File: src/rtl/core/ipa_pkg.sv
// Shared types and constants of the instruction parcel aligner.
`timescale 1ns / 1ps
`default_nettype none

package ipa_pkg;

  // Word address width; halfword addresses carry one more bit.
  localparam int WORD_ADDR_BITS = 16;
  localparam int HALF_ADDR_BITS = WORD_ADDR_BITS + 1;
  localparam int OUT_ADDR_BITS  = 17;

  localparam int WORD_BITS   = 32;
  localparam int PARCEL_BITS = 16;
  localparam int INSTR_BITS  = 32;

  // Low two bits of a parcel that open a 32-bit instruction.
  localparam logic [1:0] OPEN32_CODE = 2'b11;

  // Queue between front and back.
  localparam int QUEUE_DEPTH = 2;
  localparam int QPTR_BITS   = $clog2(QUEUE_DEPTH);
  localparam int QCNT_BITS   = $clog2(QUEUE_DEPTH + 1);

  // Output payload: instr, then halfword_addr, padded to whole bytes.
  localparam int OUT_DATA_BITS = ((INSTR_BITS + OUT_ADDR_BITS + 7) / 8) * 8;

  typedef logic [WORD_ADDR_BITS-1:0] word_idx_t;
  typedef logic [HALF_ADDR_BITS-1:0] half_addr_t;
  typedef logic [OUT_ADDR_BITS-1:0]  out_addr_t;

  // One classified word: a first result and an optional second one.
  typedef struct packed {
    logic [INSTR_BITS-1:0]  first_instr;
    logic                   first_comp;
    out_addr_t              first_addr;
    logic                   has_second;
    logic [PARCEL_BITS-1:0] second_parcel;
    out_addr_t              second_addr;
  } ipa_entry_t;

  // Map an internal halfword address onto the 17-bit output field.
  function automatic out_addr_t to_out_addr(input half_addr_t a);
    logic [HALF_ADDR_BITS+OUT_ADDR_BITS-1:0] ext;
    ext = (HALF_ADDR_BITS + OUT_ADDR_BITS)'(a);
    return ext[OUT_ADDR_BITS-1:0];
  endfunction

endpackage

`default_nettype wire

File: src/rtl/core/ipa_front.sv
// Front end: accepts fetched words, splits them into parcels, tracks the address.
`timescale 1ns / 1ps
`default_nettype none

module ipa_front (
  input  wire logic                              clk,
  input  wire logic                              rst_n,
  input  wire logic                              word_valid,
  input  wire logic [ipa_pkg::WORD_BITS-1:0]     word,
  input  wire logic                              push_ready,
  output      logic                              push_valid,
  output      ipa_pkg::ipa_entry_t               push_entry
);

  logic                              pend_valid_r, pend_valid_nxt;
  logic [ipa_pkg::PARCEL_BITS-1:0]   pend_parcel_r, pend_parcel_nxt;
  ipa_pkg::word_idx_t                word_idx_r, word_idx_nxt;

  logic [ipa_pkg::PARCEL_BITS-1:0]   lo, hi;
  ipa_pkg::half_addr_t               base;
  logic                              fire;

  assign lo         = word[ipa_pkg::PARCEL_BITS-1:0];
  assign hi         = word[ipa_pkg::WORD_BITS-1:ipa_pkg::PARCEL_BITS];
  assign base       = {word_idx_r, 1'b0};
  assign push_valid = word_valid;
  assign fire       = word_valid && push_ready;

  // Classify the word against the pending parcel
  always_comb begin
    push_entry                = '0;
    push_entry.second_parcel  = hi;
    push_entry.second_addr    = ipa_pkg::to_out_addr({word_idx_r, 1'b1});
    pend_valid_nxt            = pend_valid_r;
    pend_parcel_nxt           = pend_parcel_r;
    word_idx_nxt              = word_idx_r;

    if (pend_valid_r) begin
      // straddling instruction starts one halfword before this word
      push_entry.first_instr = {lo, pend_parcel_r};
      push_entry.first_comp  = 1'b0;
      push_entry.first_addr  = ipa_pkg::to_out_addr(base - 1'b1);
    end else if (lo[1:0] == ipa_pkg::OPEN32_CODE) begin
      push_entry.first_instr = word;
      push_entry.first_comp  = 1'b0;
      push_entry.first_addr  = ipa_pkg::to_out_addr(base);
    end else begin
      push_entry.first_instr = {{ipa_pkg::PARCEL_BITS{1'b0}}, lo};
      push_entry.first_comp  = 1'b1;
      push_entry.first_addr  = ipa_pkg::to_out_addr(base);
    end

    // upper half: second compressed result, held as pending low half, or part of a whole-word instruction
    if (!pend_valid_r && lo[1:0] == ipa_pkg::OPEN32_CODE) begin
      push_entry.has_second = 1'b0;
    end else if (hi[1:0] == ipa_pkg::OPEN32_CODE) begin
      push_entry.has_second = 1'b0;
    end else begin
      push_entry.has_second = 1'b1;
    end

    if (fire) begin
      word_idx_nxt = word_idx_r + 1'b1;
      if (!pend_valid_r && lo[1:0] == ipa_pkg::OPEN32_CODE) begin
        pend_valid_nxt = 1'b0;
      end else if (hi[1:0] == ipa_pkg::OPEN32_CODE) begin
        pend_valid_nxt  = 1'b1;
        pend_parcel_nxt = hi;
      end else begin
        pend_valid_nxt = 1'b0;
      end
    end
  end

  always_ff @(posedge clk) begin
    if (!rst_n) begin
      pend_valid_r  <= 1'b0;
      pend_parcel_r <= '0;
      word_idx_r    <= '0;
    end else begin
      pend_valid_r  <= pend_valid_nxt;
      pend_parcel_r <= pend_parcel_nxt;
      word_idx_r    <= word_idx_nxt;
    end
  end

endmodule

`default_nettype wire

File: src/rtl/core/ipa_queue.sv
// Short queue of classified words between front and back.
`timescale 1ns / 1ps
`default_nettype none

module ipa_queue (
  input  wire logic                 clk,
  input  wire logic                 rst_n,
  input  wire logic                 push_valid,
  input  wire ipa_pkg::ipa_entry_t  push_entry,
  output      logic                 push_ready,
  output      logic                 pop_valid,
  input  wire logic                 pop_ready,
  output      ipa_pkg::ipa_entry_t  pop_entry
);

  ipa_pkg::ipa_entry_t              mem_r [ipa_pkg::QUEUE_DEPTH];
  logic [ipa_pkg::QPTR_BITS-1:0]    wr_ptr_r, rd_ptr_r;
  logic [ipa_pkg::QCNT_BITS-1:0]    count_r;
  logic                             do_push, do_pop;

  assign push_ready = (count_r != ipa_pkg::QCNT_BITS'(ipa_pkg::QUEUE_DEPTH));
  assign pop_valid  = (count_r != '0);
  assign pop_entry  = mem_r[rd_ptr_r];
  assign do_push    = push_valid && push_ready;
  assign do_pop     = pop_valid && pop_ready;

  // Entry storage
  always_ff @(posedge clk) begin
    if (do_push) begin
      mem_r[wr_ptr_r] <= push_entry;
    end
  end

  // Pointers and fill count
  always_ff @(posedge clk) begin
    if (!rst_n) begin
      wr_ptr_r <= '0;
      rd_ptr_r <= '0;
      count_r  <= '0;
    end else begin
      if (do_push) begin
        wr_ptr_r <= (wr_ptr_r == ipa_pkg::QPTR_BITS'(ipa_pkg::QUEUE_DEPTH - 1))
                    ? '0 : wr_ptr_r + 1'b1;
      end
      if (do_pop) begin
        rd_ptr_r <= (rd_ptr_r == ipa_pkg::QPTR_BITS'(ipa_pkg::QUEUE_DEPTH - 1))
                    ? '0 : rd_ptr_r + 1'b1;
      end
      if (do_push && !do_pop) begin
        count_r <= count_r + 1'b1;
      end else if (do_pop && !do_push) begin
        count_r <= count_r - 1'b1;
      end
    end
  end

endmodule

`default_nettype wire

File: src/rtl/core/ipa_back.sv
// Back end: drains classified words and emits one instruction per transfer.
`timescale 1ns / 1ps
`default_nettype none

module ipa_back (
  input  wire logic                                  clk,
  input  wire logic                                  rst_n,
  input  wire logic                                  pop_valid,
  input  wire ipa_pkg::ipa_entry_t                   pop_entry,
  output      logic                                  pop_ready,
  output      logic                                  out_valid,
  input  wire logic                                  out_ready,
  output      logic [ipa_pkg::INSTR_BITS-1:0]        out_instr,
  output      logic                                  out_comp,
  output      ipa_pkg::out_addr_t                    out_addr,
  output      logic                                  out_last
);

  ipa_pkg::ipa_entry_t  ent_r;
  logic                 ent_valid_r;
  logic                 second_r;   // now showing the second result
  logic                 fire;

  assign out_valid = ent_valid_r;
  assign out_last  = second_r || !ent_r.has_second;
  assign fire      = out_valid && out_ready;
  assign pop_ready = !ent_valid_r || (fire && out_last);

  // Result select from the held entry
  always_comb begin
    if (second_r) begin
      out_instr = {{ipa_pkg::PARCEL_BITS{1'b0}}, ent_r.second_parcel};
      out_comp  = 1'b1;
      out_addr  = ent_r.second_addr;
    end else begin
      out_instr = ent_r.first_instr;
      out_comp  = ent_r.first_comp;
      out_addr  = ent_r.first_addr;
    end
  end

  // Entry payload
  always_ff @(posedge clk) begin
    if (pop_valid && pop_ready) begin
      ent_r <= pop_entry;
    end
  end

  // Entry control
  always_ff @(posedge clk) begin
    if (!rst_n) begin
      ent_valid_r <= 1'b0;
      second_r    <= 1'b0;
    end else if (pop_valid && pop_ready) begin
      ent_valid_r <= 1'b1;
      second_r    <= 1'b0;
    end else if (fire && out_last) begin
      ent_valid_r <= 1'b0;
      second_r    <= 1'b0;
    end else if (fire) begin
      second_r    <= 1'b1;
    end
  end

endmodule

`default_nettype wire

File: src/rtl/core/instruction_parcel_aligner.sv
// Top level of the instruction parcel aligner.
//
// Input channel (in_*): one fetched 32-bit memory word per transfer, in
// ascending word address order starting at word address zero after reset.
// Output channel (out_*): aligned instructions, one per transfer. A word
// yields one or two instructions; a 32-bit instruction that starts in the
// upper half of a word comes out with the next word. out_tlast marks the
// final instruction caused by an input word.
// A word accepted at the input passes through the queue and then the back end
// entry register before its first instruction shows on out_tvalid.
// Throughput: one word per cycle for one-result words while out_tready is high; a
// two-result word holds the single output port of the back end for both results.
// Reset clears the pending parcel, the word address and the two-entry queue.
// When the receiver stalls, the output holds; the queue keeps taking words
// until both entries are full, then in_tready drops.
`timescale 1ns / 1ps
`default_nettype none

module instruction_parcel_aligner (
  input  wire logic                                 clk,
  input  wire logic                                 rst_n,
  input  wire logic                                 in_tvalid,
  output      logic                                 in_tready,
  input  wire logic [ipa_pkg::WORD_BITS-1:0]        in_tdata,   // word
  output      logic                                 out_tvalid,
  input  wire logic                                 out_tready,
  output      logic [ipa_pkg::OUT_DATA_BITS-1:0]    out_tdata,  // instr, halfword_addr, zeros
  output      logic                                 out_tuser,  // is_compressed
  output      logic                                 out_tlast   // last
);

  logic                               push_valid, push_ready;
  ipa_pkg::ipa_entry_t                push_entry, pop_entry;
  logic                               pop_valid, pop_ready;
  logic [ipa_pkg::INSTR_BITS-1:0]     out_instr;
  ipa_pkg::out_addr_t                 out_addr;

  assign in_tready = push_ready;

  ipa_front u_front (
    .clk        (clk),
    .rst_n      (rst_n),
    .word_valid (in_tvalid),
    .word       (in_tdata),
    .push_ready (push_ready),
    .push_valid (push_valid),
    .push_entry (push_entry)
  );

  ipa_queue u_queue (
    .clk        (clk),
    .rst_n      (rst_n),
    .push_valid (push_valid),
    .push_entry (push_entry),
    .push_ready (push_ready),
    .pop_valid  (pop_valid),
    .pop_ready  (pop_ready),
    .pop_entry  (pop_entry)
  );

  ipa_back u_back (
    .clk        (clk),
    .rst_n      (rst_n),
    .pop_valid  (pop_valid),
    .pop_entry  (pop_entry),
    .pop_ready  (pop_ready),
    .out_valid  (out_tvalid),
    .out_ready  (out_tready),
    .out_instr  (out_instr),
    .out_comp   (out_tuser),
    .out_addr   (out_addr),
    .out_last   (out_tlast)
  );

  // Pack instr and halfword address, zero fill to whole bytes
  assign out_tdata = ipa_pkg::OUT_DATA_BITS'({out_addr, out_instr});

endmodule

`default_nettype wire

File: config.mk
export PLATFORM = sky130hd
export DESIGN_NAME = instruction_parcel_aligner
export DESIGN_NICKNAME = d
export VERILOG_FILES = /design/src/rtl/core/ipa_pkg.sv /design/src/rtl/core/ipa_front.sv /design/src/rtl/core/ipa_queue.sv /design/src/rtl/core/ipa_back.sv /design/src/rtl/core/instruction_parcel_aligner.sv
export SDC_FILE = /design/constraint.sdc
export NUM_CORES = 1
export LEC_CHECK = 0
export ABC_AREA = 1
export BUFFER_PORTS_ARGS = -buffer_cell sky130_fd_sc_hd__buf_4
export CORE_AREA = 2 2 189 191
export DETAILED_ROUTE_END_ITERATION = 8
export DIE_AREA = 0 0 191 193
export GPL_TIMING_DRIVEN = 0
export PLACE_DENSITY_LB_ADDON = 0.15
export SETUP_SLACK_MARGIN = 0.4
export SYNTH_ARGS = -nofsm -noshare
export SYNTH_HDL_FRONTEND = slang
export SYNTH_HIERARCHICAL = 1
export SYNTH_SLANG_ARGS = --single-unit
export TNS_END_PERCENT = 10
File: constraint.sdc
create_clock -name clk -period 5.1 [get_ports clk]
set_clock_uncertainty 0.05 [all_clocks]
set_input_delay 0.255 -clock clk [delete_from_list [all_inputs] [get_ports clk]]
set_output_delay 0.255 -clock clk [all_outputs]
set_load 0.03 [all_outputs]
==> results of run 1 <==
[critical path, cell delays in order (launching register included)]
cell      delay [ps]
dfxtp_1          450
nand2_1          200
clkinv_1         110
nand2_4           80
a21oi_4          510
buf_12           260
buf_12           210
[routing by layer]
layer / part of all wire / up-vias
li1: - / 3427
met1: 0.45 / 3369
met2: 0.48 / 133
met3: 0.049 / 25
met4: 0.015 / 0
met5: 0 / -
[logic make-up after synthesis]
family | Yosys count
adders and majority gates | 3
muxes | 84
buffers and inverters | 124
xor gates and xnor gates | 5
AOI/OAI and AO/OA | 78
DFF | 292
other | 2
and+or+nand+nor | 329
[synthesized netlist by cell type (9+ instances only)]
master / n / area share
buf_2: 12 / 0.0050
nand3_1: 14 / 0.0058
o21ai_0: 57 / 0.024
buf_6: 9 / 0.0084
nor2_1: 81 / 0.025
nand2_1: 206 / 0.064
mux2_4: 60 / 0.074
mux2_2: 24 / 0.022
dfxtp_1: 40 / 0.066
nor2_2: 9 / 0.0047
edfxtp_1: 252 / 0.63
buf_4: 27 / 0.017
inv_1: 66 / 0.020
a21oi_1: 9 / 0.0037
[cell type report]
type,count,share of cell area
Buffer,55,0.0276
Clock buffer,45,0.0602
Clock inverter,12,0.00925
Inverter,69,0.0181
Multi-Input combinational cell,507,0.210
Sequential cell,292,0.567
Tap cell,461,0.0391
Timing Repair Buffer,114,0.0685
[worst max path at each step]
stage / start / to / cells past startpoint / slack [ps]
2_1_floorplan: u_queue/count_r[0] / u_queue/mem_r[0][0] / 4 / 120
3_3_place_gp: u_queue/count_r[0] / u_queue/mem_r[0][24] / 4 / -2410
3_5_place_dp: u_queue/count_r[0] / u_queue/mem_r[1][24] / 6 / 2860
4_1_cts: u_queue/count_r[0] / u_queue/mem_r[1][55] / 6 / 2840
5_1_grt: u_queue/count_r[0] / u_queue/mem_r[1][55] / 6 / 2700
6_report: u_back/out_valid / u_back/ent_r[57] / 6 / 2890
[power by group]
group,switching (W),internal [W],leakage (nW)
sequential,0.000155,0.00340,2.72
clock,0.000882,0.00135,0.506
combinational,0.00161,0.00108,2.58
[flip-flops by register name (all words and copies together), names as in the netlist, named ones only]
signal                 flops
u_front/pend_parcel_r     16
u_queue/count_r            2
u_back/out_valid           1
u_front/word_idx_r        16
u_back/second_r            1
u_back/ent_r              84
u_queue/mem_r            168
u_queue/wr_ptr_r           1
u_queue/rd_ptr_r           1
u_front/pend_valid_r       1
[stage by stage]
stage	TNS, ps	total power, W	util
global placement	-403430	0.00629	0.382
floorplan	0	0.00538	-
CTS	0	0.00862	0.422
global route	0	0.00891	0.422
finish	0	0.00848	0.422
detailed placement	0	0.00635	0.388
==> impl_metrics.tcl, run 1 <==
set metrics [dict create \
    status "finished, final reports clean" \
    stdcell_area_sq_um 14800 \
    dr.pass1.iters 5 \
    final_cell_mix "edfxtp_1 (252), nand2_1 (206), buf_4 (115), nor2_1 (79), inv_1 (66)" \
    clk_pin_slew_worst_paths_ps 60 \
    hold_viol 0 \
    clock_latency_ps 540 \
    r2r_cells 6 \
    hold_ws_ps 31.3 \
    start_util 0.346 \
    slew_headroom 0.544 \
    drtAntennaViolNets 0 \
    pin_count 96 \
    power_density_nw_per_um2 575 \
    fin_cells 1555 \
    cts_hold_buf 17 \
    die-area_sq_um 36900 \
    area_delta_synth_final_pct 21.9 \
    yosys_warnings 6 \
    syn_avg_cell_area_sq_um 13.2 \
    grtUsageMet2 0.246 \
    post_drt_wl_per_cell_um 16.8 \
    synthSimpleGateAreaFrac 0.113 \
    multi_input_area_sq_um 3100 \
    top_usage_layer "met2" \
    drive_above_1_share 0.280 \
    synth_seq_cells 292 \
    clock-root-buffer "clkbuf_16" \
    hp-start "in_tdata[1]" \
    max_freq_mhz 453 \
    grt_antenna_before_repair 0 \
    synth-async-reset-ratio 0 \
    cts_post_setup_buffers_inserted 0 \
    min_period_over_period 0.433 \
    synth_xor_xnor_area_share 0.00362 \
    die_h_um 193 \
    cts_tree "built" \
    grt_pass1_wl_um 40200 \
    synthAdderAreaFrac 0.00310 \
    io_buffers 88 \
    clockBufferDepth 3 \
    insertedDiodeCount 0 \
    dp_worst_setup_slack_ps 2860 \
    clock-sinks 292 \
    vdd_ir_drop_max_mv 0.271 \
    path_max_fanout 28 \
    endpoint_kind "flip-flop" \
    drv_cap 0 \
    timing.final.crit_period_ps 2210 \
    ys_types 37 \
    coreArea_sq_um 35000 \
    grt_remaining_overflow 0 \
    cts_resized 0 \
    min_path_type "in2reg" \
    grt_use_met3 0.0261 \
    rrSetupSlack_ps 2890 \
    syn_area_sq_um 12100 \
    drc 0 \
    routed_wl_um 26100 \
    synth-compound-area-share 0.0359 \
    routabilityCongestion 0.745 \
    via_per_inst 4.47 \
    seq_area_sq_um 8370 \
    numCtsBuffers 31 \
    rsz0062_at_grt "no" \
    setup_viol_count_final 0 \
    r2r-end "u_back/ent_r[57]" \
    die_w_um 191 \
    vias 6954 \
    syn_inst 917 \
    worstMarginPinSlew_ps 684 \
    hold_depth 3 \
    dp_hpwl_um 17600 \
    path_class "reg2reg" \
    synthFlopType "edfxtp_1" \
    power.leakage_nw 5.81 \
    start_kind "flip-flop" \
    grt_pass1_vias 7073 \
    met1_usage 0.191 \
    synth_top_family_by_area "simple AND/OR/NAND/NOR gates" \
    worstPathRequired_ps 5290 \
    n_fill_cell 3310 \
    nets 1109 \
    synthMuxAreaShare 0.0968 \
    ys_seq_area_frac 0.692 \
    fin_ws_ps 2890 \
    report.final.slew_viol_count 0 \
    arrival_ps 2390 \
    min_to "u_queue/mem_r[0][53]" \
    post_dp_cell_area_sq_um 13600 \
    synth_edf_count 252 \
    cts_htree_levels 1 \
    final_common_cell "edfxtp_1" \
    grt_usage 0.144 \
    num_rows 69 \
    rr_startpoint "u_back/out_valid" \
    grt_max_degree 29 \
    place_inst 1481 \
    drt_iter0_markers 398 \
]
No activity file was read; power rests on OpenSTA's default activity.
==> run 2: changes to the inputs <==
clock period = 1.8 ns   (was 5.1 ns; I/O delays follow)
==> run 2 against run 1 <==
First-iteration DRC count down 1.8%. Critical path depth up 3. The flow now finishes with violations (negative hold slack). Sequential power grew to 2.8 times the previous value. Largest cell class unchanged. Hold slack got worse by 92 ps.
==> impl_metrics.tcl, run 2 (synthesized netlist as in run 1, its figures left out) <==
set metrics [dict create \
    cts_hold_buf 35 \
    clock-sinks 292 \
    hold_ws_ps -60.9 \
    place_inst 1481 \
    report.final.slew_viol_count 0 \
    finish.utilization 0.470 \
    final_cell_mix "edfxtp_1 (252), nand2_1 (189), buf_4 (143), nor2_1 (68), inv_1 (61)" \
    timing.final.crit_period_ps 1720 \
    clk_pin_slew_worst_paths_ps 60 \
    setup_viol_count_final 0 \
    clock-root-buffer "clkbuf_16" \
    clock_latency_ps 560 \
    grt_pass1_wl_um 43400 \
    dp_hpwl_um 17500 \
    arrival_ps 1950 \
    routabilityCongestion 0.755 \
    drive_above_1_share 0.368 \
    vias 7327 \
    post_drt_wl_per_cell_um 17.8 \
    die-area_sq_um 36900 \
    reg_top3 "u_queue/mem_r x168, u_back/ent_r x84" \
    cts_htree_levels 1 \
    clockBufferDepth 3 \
    grt_pass1_vias 7284 \
    drc 0 \
    grt_max_degree 17 \
    grt_use_met3 0.0199 \
    start_kind "flip-flop" \
    grt_usage 0.158 \
    worstPathRequired_ps 2030 \
    io_buffers 88 \
    pin_count 96 \
    routed_wl_um 29300 \
    coreArea_sq_um 35000 \
    hold_viol 2 \
    setup_tns_ps 0 \
    drtAntennaViolNets 0 \
    largest_reg_flops 168 \
    die_w_um 191 \
    power_density_nw_per_um2 1600 \
    numCtsBuffers 31 \
    area_delta_synth_final_pct 35.9 \
    drt_iter0_markers 391 \
    min_period_over_period 0.957 \
    path_class "reg2reg" \
    power.leakage_nw 6.53 \
    dr.pass1.iters 5 \
    grtUsageMet2 0.266 \
    violations "negative hold slack" \
    insertedDiodeCount 0 \
    regMostFlops "u_queue/mem_r" \
    endpoint_kind "flip-flop" \
    die_h_um 193 \
    nets 1196 \
    final_common_cell "edfxtp_1" \
    worstMarginPinSlew_ps 826 \
    num_rows 69 \
    cts_tree "built" \
    slew_headroom 0.449 \
    fin_cells 1643 \
    status "complete, but fails checks" \
    drv_cap 0 \
    vdd_ir_drop_max_mv 0.845 \
    top_usage_layer "met2" \
    path_max_fanout 8 \
    start_util 0.346 \
    grt_antenna_before_repair 0 \
    via_per_inst 4.46 \
    met1_usage 0.222 \
    grt_remaining_overflow 0 \
    min_path_type "in2reg" \
    rsz0062_at_grt "yes" \
    max_freq_mhz 581 \
]
[run 2: per-layer routing]
metal / vias up / share of wire
li1: 3607 / -
met1: 3563 / 0.47
met2: 124 / 0.48
met3: 33 / 0.036
met4: 0 / 0.015
met5: - / 0
[run 2: through the flow]
step	total power [W]	area, sq um	hold WS, ps	setup slack, ps
finish	0.0264	16400	-60.9	78.0
global route	0.0277	16400	-60.1	36.7
CTS	0.0263	15900	-101	59.2
detailed placement	0.0181	13600	296	-588
global placement	0.0167	13400	289	-1710
floorplan	0.0152	12200	161	-730
[run 2: final timing paths]
path | to | startpoint | slack [ps] | depth (start not counted)
setup / recovery | u_back/ent_r[57] | u_back/second_r | 80 | 9
hold / removal | u_back/second_r | out_tready | -60 | 5
setup reg to reg | u_back/ent_r[57] | u_back/second_r | 80 | 9
hold reg to reg | u_front/pend_parcel_r[1] | u_front/pend_parcel_r[1] | 420 | 2
[run 2: power by group]
group	switching, W	internal [W]
sequential	0.000473	0.00963
clock	0.00258	0.00394
combinational	0.00517	0.00457
total	0.00823	0.0181
[run 2: final cells by class]
cell class | instances | area (sq um)
clock inverter | 13 | 170
timing repair buffer | 199 | 2200
multi-input combinational | 509 | 3390
inverter | 69 | 297
tap | 461 | 577
fill | 3098 | 18500
clock buffer | 45 | 878
sequential | 292 | 8400
buffer | 55 | 519
[run 2: critical path: stages, from the launching register on]
cell	delay, ps
dfxtp_2	340
buf_12	150
inv_16	60
nand2_8	80
nand2_8	60
a21oi_4	190
buf_12	140
buf_16	140
buf_12	110
buf_16	110
[run 2: timing repair]
action	CTS	global route
endpoints found under the hold margin	128	2
setup buffers	26	24
gates resized for setup	73	103
pin swaps	6	17
gates cloned	16	3
endpoints found under the setup margin	484	511
==> run 3: changes to the inputs <==
ABC_AREA = 0   (was 1)
CORE_AREA = 2 2 188 190   (was 2 2 189 191)
DIE_AREA = 0 0 190 192   (was 0 0 191 193)
==> run 3 against run 2 <==
The flow finishes with violations (negative setup slack). First-iteration DRC count shrank 12%. Final area down 0.34%. Clock power grew 6.6%. Combinational power down 12%. Global-route usage fell by 0.62 points. Routed wire length down 4.9%. Maximum frequency decreased by 9.7%. Critical path depth is 4 lower. Sequential power is essentially flat. Total power is 4.2% lower. Critical endpoint is now u_queue/mem_r[1][50]. Largest power group unchanged.
==> impl_metrics.tcl, run 3 <==
set metrics [dict create \
    status "complete, but fails checks" \
    violations "negative setup slack" \
    arrival_ps 2100 \
    clock_power_share 0.276 \
    report.final.slew_viol_count 0 \
    r2r_cells 5 \
    io_buffers 88 \
    endpoint_kind "flip-flop" \
    seq_power_share 0.387 \
    intPower_w 0.0179 \
    yosysTopAreaCell "edfxtp_1" \
    ys_seq_area_frac 0.704 \
    timing.final.crit_period_ps 1910 \
    rrSetupSlack_ps -110 \
    hp-start "out_tready" \
    path_class "reg2reg" \
    fin_cells 1422 \
    die_w_um 190 \
    grt_max_degree 54 \
    p_comb_frac 0.338 \
    routabilityCongestion 0.679 \
    power.leakage_nw 6.08 \
    rsz0062_at_grt "yes" \
    clk_pin_slew_worst_paths_ps 60 \
    area_delta_synth_final_pct 37.9 \
    yosys.area.top_type_share 0.637 \
    grt_antenna_before_repair 1 \
    hold_ws_ps 16.8 \
    syn_avg_cell_area_sq_um 16.7 \
    drc 0 \
    dp_hpwl_um 15200 \
    clockBufferDepth 3 \
    fin_ws_ps -106 \
    drt_iter0_markers 344 \
    power_density_nw_per_um2 1540 \
    largest_reg_flops 168 \
    synthFlopType "edfxtp_1" \
    grt_pass1_vias 6726 \
    coreArea_sq_um 34300 \
    dp_worst_setup_slack_ps -381 \
    max_freq_mhz 525 \
    hold_depth 4 \
    pin_count 96 \
    num_rows 68 \
    regMostFlops "u_queue/mem_r" \
    routed_wl_um 27800 \
    post_drt_wl_per_cell_um 19.6 \
    slowest_delay_ps 540 \
    path_cells "buf_6 -> or4_4 -> nor4_4 -> nand2_1 -> xnor2_1" \
    rr_startpoint "u_front/word_idx_r[8]" \
    syn_inst 713 \
    drv_cap 0 \
    final_common_cell "edfxtp_1" \
    start_util 0.347 \
    vdd_ir_drop_max_mv 0.761 \
    cts_tree "built" \
    path_max_fanout 5 \
    min_path_type "in2reg" \
    die_h_um 192 \
    clock-sinks 292 \
    p_switching_w 0.00739 \
    synth.most_common_cell "edfxtp_1" \
    reg_top3 "u_queue/mem_r x168, u_back/ent_r x84" \
    yosys_warnings 6 \
    grt_remaining_overflow 0 \
    finish.utilization 0.478 \
    syn_area_sq_um 11900 \
    r2r-end "u_queue/mem_r[1][50]" \
    clock-root-buffer "clkbuf_16" \
    clock_latency_ps 500 \
    worstPathRequired_ps 1990 \
    cts_htree_levels 2 \
    critPathSlowestCell "or4_4" \
    final_cell_mix "edfxtp_1 (252), buf_4 (98), mux2_2 (85), buf_6 (66), mux2_4 (48)" \
    grt_pass1_wl_um 41100 \
    via_per_inst 4.64 \
    die-area_sq_um 36500 \
    min_period_over_period 1.06 \
    ys_types 52 \
    place_inst 1266 \
    synthTopCellsByArea "edfxtp_1 (64%), mux2_2 (9.5%), dfxtp_1 (6.7%)" \
    drtAntennaViolNets 0 \
    drive_above_1_share 0.503 \
    insertedDiodeCount 0 \
    synthTopCellsByCount "edfxtp_1 (252), mux2_2 (100), nand2_1 (43)" \
    synth_seq_cells 292 \
    min_to "u_back/out_valid" \
    nets 980 \
    setup_viol_count_final 12 \
    synth_edf_count 252 \
    synth-async-reset-ratio 0 \
    hold_viol 0 \
    start_kind "flip-flop" \
    grt_usage 0.152 \
    numCtsBuffers 34 \
    sw_frac_of_total 0.293 \
    vias 6604 \
    dr.pass1.iters 4 \
]
## run 3: cell types whose count changed after synthesis, sizes merged, moves of 5 or more
| cell | previous run | this run |
|---|---|---|
| nand2 | 211 | 43 |
| nor2 | 93 | 22 |
| inv | 68 | 8 |
| o21ai | 61 | 6 |
| mux2 | 84 | 133 |
| nor2b | 0 | 20 |
| a22o | 0 | 14 |
| xnor2 | 0 | 13 |
| a21oi | 13 | 25 |
| nand3 | 15 | 4 |
| xor2 | 5 | 15 |
| or3 | 0 | 6 |
| and2 | 0 | 5 |
| nor4 | 0 | 5 |
## run 3: timing repair
item                       4_1_cts  5_1_grt
gates resized for setup        181       95
hold endpoints to repair       124        0
setup endpoints to repair      504      444
buffers inserted                28       17
hold buffers                    36        0
pin swaps                       45       47
gates cloned                    11        2
## run 3: worst max-delay path by stage
| stage | start | to | slack [ps] | cells after the start |
|---|---|---|---|---|
| after floorplan | u_queue/count_r[0] | u_queue/mem_r[0][0] | -580 | 3 |
| after CTS | u_front/word_idx_r[3] | u_queue/mem_r[1][48] | -130 | 5 |
| final | u_front/word_idx_r[8] | u_queue/mem_r[1][50] | -110 | 5 |
| after global routing | u_front/word_idx_r[8] | u_queue/mem_r[0][50] | -180 | 5 |
| after detailed placement | u_front/pend_valid_r | u_front/pend_parcel_r[5] | -380 | 6 |
| after global placement | u_queue/count_r[0] | u_queue/mem_r[0][24] | -1650 | 3 |
## run 3: power groups by stage
stage / Clock, W / Combinational (W) / Sequential (W)
5_1_grt: 0.00741 / 0.00905 / 0.00992
4_1_cts: 0.00716 / 0.00807 / 0.00975
6_report: 0.00696 / 0.00853 / 0.00977
3_5_place_dp: 0 / 0.00645 / 0.00988
2_1_floorplan: 0 / 0.00425 / 0.00981
3_3_place_gp: 0 / 0.00603 / 0.00984
## run 3: final cells by class
class | instances | area [sq um]
timing repair inverter | 1 | 7.51
inverter | 8 | 33.8
sequential | 292 | 8400
multi-input combinational | 360 | 3560
buffer | 62 | 706
clock buffer | 49 | 1000
timing repair buffer | 182 | 1970
clock inverter | 13 | 140
fill | 2957 | 17900
tap | 455 | 569
## run 3: kinds of logic (layout without fill, tap and decap cells)
kind of cell,Yosys count,in the layout,synth area share
flip-flops,292,292,0.704
other,2,8,0.000632
AND/OR/NAND/NOR,132,135,0.0628
adder cells (fa/ha/maj),3,3,0.00316
AO/OA/AOI/OAI,52,52,0.0285
buffers and inverters,70,315,0.0428
XOR/XNOR,28,28,0.0206
multiplexers,134,134,0.137
## run 3: per-layer routing
layer  vias up  global-route usage  share of wire  wire length (um)
li1       3097                   -              -                 -
met1      3333               0.201           0.45             12600
met2       126               0.260           0.48             13500
met3        46              0.0248          0.040              1110
met4         2              0.0414          0.022               619
met5         -                   0        0.00050                14
## run 3: critical path: cells and delay by family (launching register included)
family	cells	cell delay [ps]
and+or+nand+nor	3	1010
xor gates and xnor gates	1	140
DFF	1	320
buffers and inverters	1	120
## run 3: per-stage QoR
step	TNS, ps	instance area (sq um)	power, W
after floorplan	-112040	11900	0.0141
after global placement	-359170	13100	0.0159
after detailed placement	-51910	13200	0.0163
after CTS	-1600	15800	0.0250
after global routing	-2110	16400	0.0264
final	-790	16400	0.0253
